### config.mk
export PLATFORM = sky130hd
export DESIGN_NAME = vpc_front
export DESIGN_NICKNAME = d
export VERILOG_FILES = /design/src/rtl/vpc_pkg.sv /design/src/rtl/vpc_front.sv
export SDC_FILE = /design/constraint.sdc
export NUM_CORES = 1
export LEC_CHECK = 0
export BUFFER_PORTS_ARGS = -buffer_cell sky130_fd_sc_hd__buf_2
export CORE_MARGIN = 1
export CORE_UTILIZATION = 45
export DETAILED_ROUTE_END_ITERATION = 7
export PLACE_DENSITY_LB_ADDON = 0.08
export SLEW_MARGIN = 20
export SYNTH_ARGS = -nofsm -noshare
export SYNTH_HDL_FRONTEND = slang
export SYNTH_SLANG_ARGS = --single-unit
export TNS_END_PERCENT = 50
### constraint.sdc
create_clock -name clk -period 11.75 [get_ports clk]
set_input_delay 1.7625 -clock clk [delete_from_list [all_inputs] [get_ports clk]]
set_output_delay 1.7625 -clock clk [all_outputs]
set_load 0.02 [all_outputs]
### src/rtl/vpc_pkg.sv
// Shared types, constants and helpers for the Verlet particle constraint engine.
package vpc_pkg;

  localparam int MAX_PARTICLES = 1024;
  localparam int ADDR_W        = $clog2(MAX_PARTICLES);

  localparam logic [2:0] KIND_WRITE     = 3'd0;
  localparam logic [2:0] KIND_INTEGRATE = 3'd1;
  localparam logic [2:0] KIND_LINK      = 3'd2;
  localparam logic [2:0] KIND_READ      = 3'd3;
  localparam logic [2:0] KIND_ATTRACT   = 3'd4;

  localparam logic [2:0] REG_GRAVITY_X       = 3'd0;
  localparam logic [2:0] REG_GRAVITY_Y       = 3'd1;
  localparam logic [2:0] REG_STEP_TIME_SQ    = 3'd2;
  localparam logic [2:0] REG_WINDOW_WIDTH    = 3'd3;
  localparam logic [2:0] REG_WINDOW_HEIGHT   = 3'd4;
  localparam logic [2:0] REG_BORDER_RESPONSE = 3'd5;

  typedef struct packed {
    logic [2:0]         kind;
    logic [9:0]         first_index;
    logic [9:0]         second_index;
    logic signed [31:0] coord_x;
    logic signed [31:0] coord_y;
    logic [30:0]        particle_radius;
    logic               pinned;
    logic [30:0]        rest_length;
  } in_item_t;

  typedef struct packed {
    logic [9:0]         read_index;
    logic signed [31:0] read_x;
    logic signed [31:0] read_y;
    logic               read_pinned;
  } out_item_t;

  typedef struct packed {
    logic [31:0] gravity_x;
    logic [31:0] gravity_y;
    logic [31:0] step_time_squared;
    logic [15:0] right_edge;
    logic [15:0] bottom_edge;
    logic [16:0] border_response;
  } cfg_regs_t;

  typedef struct packed {
    logic [31:0] now_x;
    logic [31:0] now_y;
    logic [31:0] prev_x;
    logic [31:0] prev_y;
    logic [31:0] acc_x;
    logic [31:0] acc_y;
    logic [31:0] radius;
    logic        pinned;
  } part_t;

  localparam int PART_W = $bits(part_t);

  function automatic logic [31:0] sat32(input logic signed [39:0] v);
    if (v > 40'sh007FFFFFFF) sat32 = 32'h7FFFFFFF;
    else if (v < -40'sh0080000000) sat32 = 32'h80000000;
    else sat32 = v[31:0];
  endfunction

  function automatic logic signed [39:0] sx40(input logic [31:0] v);
    sx40 = $signed({{8{v[31]}}, v});
  endfunction

endpackage

### src/rtl/vpc_front.sv
// Front end: accepts input transactions, drops invalid ones, queues the rest.
module vpc_front import vpc_pkg::*; (
  input  logic     clk,
  input  logic     rst_n,
  input  logic     in_valid,
  output logic     in_ready,
  input  in_item_t in_data,
  output logic     q_valid,
  output in_item_t q_item,
  input  logic     q_pop
);

  in_item_t   fifo_r [2];
  logic       wr_r, rd_r;
  logic [1:0] count_r;
  logic       kind_ok, idx_ok, push;

  assign in_ready = (count_r != 2'd2);
  assign kind_ok  = (in_data.kind <= KIND_ATTRACT);
  assign idx_ok   = (32'(in_data.first_index) < MAX_PARTICLES) &&
                    ((in_data.kind != KIND_LINK) ||
                     (32'(in_data.second_index) < MAX_PARTICLES));
  assign push     = in_valid && in_ready && kind_ok && idx_ok;
  assign q_valid  = (count_r != 2'd0);
  assign q_item   = fifo_r[rd_r];

  always_ff @(posedge clk) begin
    if (!rst_n) begin
      wr_r    <= 1'b0;
      rd_r    <= 1'b0;
      count_r <= 2'd0;
    end else begin
      if (push) begin
        fifo_r[wr_r] <= in_data;
        wr_r         <= ~wr_r;
      end
      if (q_pop) rd_r <= ~rd_r;
      count_r <= count_r + 2'(push) - 2'(q_pop);
    end
  end

endmodule

==> results.toml <==
[floorplanning]
die_area_um2 = 26130
io_pins = 306
initial_core_util_pct = 45.68
core-area_um2 = 25110
die_y_um = 161.7
rows = 58
die_w_um = 161.7

[cts]
cts_resized = 0
h-tree-depth = 1
cts.path.max_buffers = 3
clkTransAtPathRegs_ns = 0.06
cts_buffers = 31
hold_buffers = 0
cts_root_buf = "clkbuf_16"
clk_latency_ns = 0.54
cts_setup_buffers = 0
clock_sinks = 305
cts_tree = "yes"

[critical_path]
r2r-start = "count_r[0]"
path_cells = "buf_2, o21ai_0, nand4_1, nor2_4, buf_4, buf_4"
cp_common_cell = "buf_4"
ff2ff_path_depth = 5
worst-path-max-fanout = 71
timing.rr.end = "fifo_r[0][18]"
cp_data_arrival_time_ns = 4.56
endpoint_kind = "flip-flop"
cp_slowest_cell = "buf_4"
cp_slowest_stage_delay_ns = 0.88
critPathLaunchType = "input pin"
path_class = "in2reg"
cp.required_ns = 11.90
ff2ff_setup_slack_ns = 8.41

[drt]
drc = 0
wire_per_inst_um = 18.41
wl_um = 21600
num_vias = 5618
avgViaCountPerCell = 4.789
dr.pass1.iters = 4
drtIter0Drc = 213
detail-route-antenna-nets = 0

[power_and_ir_drop]
ir_drop_uv = 155.6
power_density_nw_per_um2 = 172.1
p_leak_nw = 5.455

[final_layout]
layout_common_cells = "305 x buf_2, 300 x edfxtp_1, 100 x mux2_4"
final_layout_size_suffix_gt1_share_pct = 60.17
finalNetCount = 975
stdcell_count = 1173
area_growth_pct = 24.30
final_common_cell = "buf_2"

[placement]
dpl.cell_count = 1115
gp_congestion = 0.7522
hpwl_um = 14420
io_buffers = 305

[flow_run]
drv_cap = 0

[timing]
worst-slew-pin-transition_ns = 0.9923
fin_setup_tns_ns = 0
period_minus_slack_ns = 4.407
max_slew_margin_pct = 33.85
clock.fmax_ghz = 0.2269
setup_viol = 0
hold_violations = 0
slew_violations = 0
fin_crit_sh_pct = 37.50
fin_skew_ns = 0.009160
rsz0062_at_grt = "false"

[worst_hold_path]
hold-path-endpoint = "wr_r"
min_from = "wr_r"
hold_depth = 2
hold_path_class = "reg2reg"

[logic_synthesis]
ys_ff_latch = 305
synth_cell_types = 20
syn_area_um2 = 11470
postSynthAreaPerCell_um2 = 23.32
synth-warning-count = 0
synth_nets = 648
yosysSeqAreaShare_pct = 79.41
synthCells = 492

[global_routing]
antenna_found_initial = 7
grt_pass1_vias = 5957
grt_overflow = 0
grt_max_degree = 81
grt_pass1_wl_um = 32020
grt_util_all_layers_pct = 16.07

[run_status]
status = "finished clean"
## stage by stage
step           util (%)  setup WS (ns)  power (mW)  hold WS, ns  instance area [µm²]
6_report          56.79          7.343       2.453       0.5423                14260
5_1_grt           56.74          7.037       2.549       0.5564                14250
4_1_cts           56.59          7.182       2.485       0.5416                14210
3_5_place_dp      52.97          6.732       1.594       0.5336                13300
3_3_place_gp      52.97          6.841       1.585       0.5297                13300
2_1_floorplan         -          2.779       1.501       0.4676                11470
## where the power goes
group	leakage, nW	switching, mW	internal (mW)	total (mW)
registers	2.77	0.0158	1.25	1.27
logic	2.24	0.168	0.132	0.299
clock network	0.447	0.369	0.518	0.887
total	5.45	0.552	1.90	2.45
## logic make-up after synthesis
kind of cell             Yosys count  synth area share [%]
AO/OA/AOI/OAI                      2               0.09816
XOR/XNOR                           3                0.2291
adder cells (fa/ha/maj)            2                0.2181
buffers and inverters             19                 1.494
flip-flops                       305                 79.41
multiplexers                     150                 18.00
AND/OR/NAND/NOR                   11                0.5563
## worst max path at each step
| stage | from | to | cells after the start | slack, ns |
|---|---|---|---|---|
| after global routing | in_data[148] | fifo_r[0][18] | 6 | 7.04 |
| after floorplan | in_data[148] | fifo_r[0][0] | 3 | 2.78 |
| after detailed placement | in_data[148] | fifo_r[0][100] | 6 | 6.73 |
| after CTS | flip-flop | q_item[15] | 3 | 7.18 |
| after global placement | in_data[148] | fifo_r[0][25] | 6 | 6.84 |
| final | in_data[148] | fifo_r[0][18] | 6 | 7.34 |
## area by class of cell
cell class              instances  area [µm²]
well taps                     330       412.9
flip-flops and latches        305        9112
fillers                      2040       10850
clock buffers                  36       794.5
clock inverters                14       115.1
diodes                          7       17.52
multi-input cells             168        2203
repair buffers                311        1595
inverters                       2       7.507
## synth_stat cells (all sizes together)
master,count,share of area [%]
nand2b,1,0.055
buf,17,1.4
nand2,1,0.033
and3,2,0.11
o21ai,1,0.044
o22ai,1,0.055
xor2,1,0.076
mux2,150,18
ha,2,0.22
edfxtp,300,79
inv,2,0.065
nand4,1,0.055
and2,4,0.22
or2,1,0.055
nor2,1,0.033
xnor2,2,0.15
dfxtp,5,0.87
## layer usage
layer	routed length (µm)	GRT usage, %	vias up
li1	-	-	2615
met1	8466	19.25	2744
met2	10710	27.63	210
met3	1950	5.363	41
met4	409	4.631	8
met5	53	0	-
## registers in the layout, summed over array words and instances (netlist names), named ones only
| register | flops |
|---|---|
| rd_r | 1 |
| wr_r | 1 |
| count_r | 2 |
| fifo_r | 300 |
## worst max-delay path, delay by kind of cell
family                 cells  cell delay, ns
AO/OA/AOI/OAI              1            0.20
buffers and inverters      3            1.72
AND/OR/NAND/NOR            2            0.77
(Power assumes the default switching activity.)
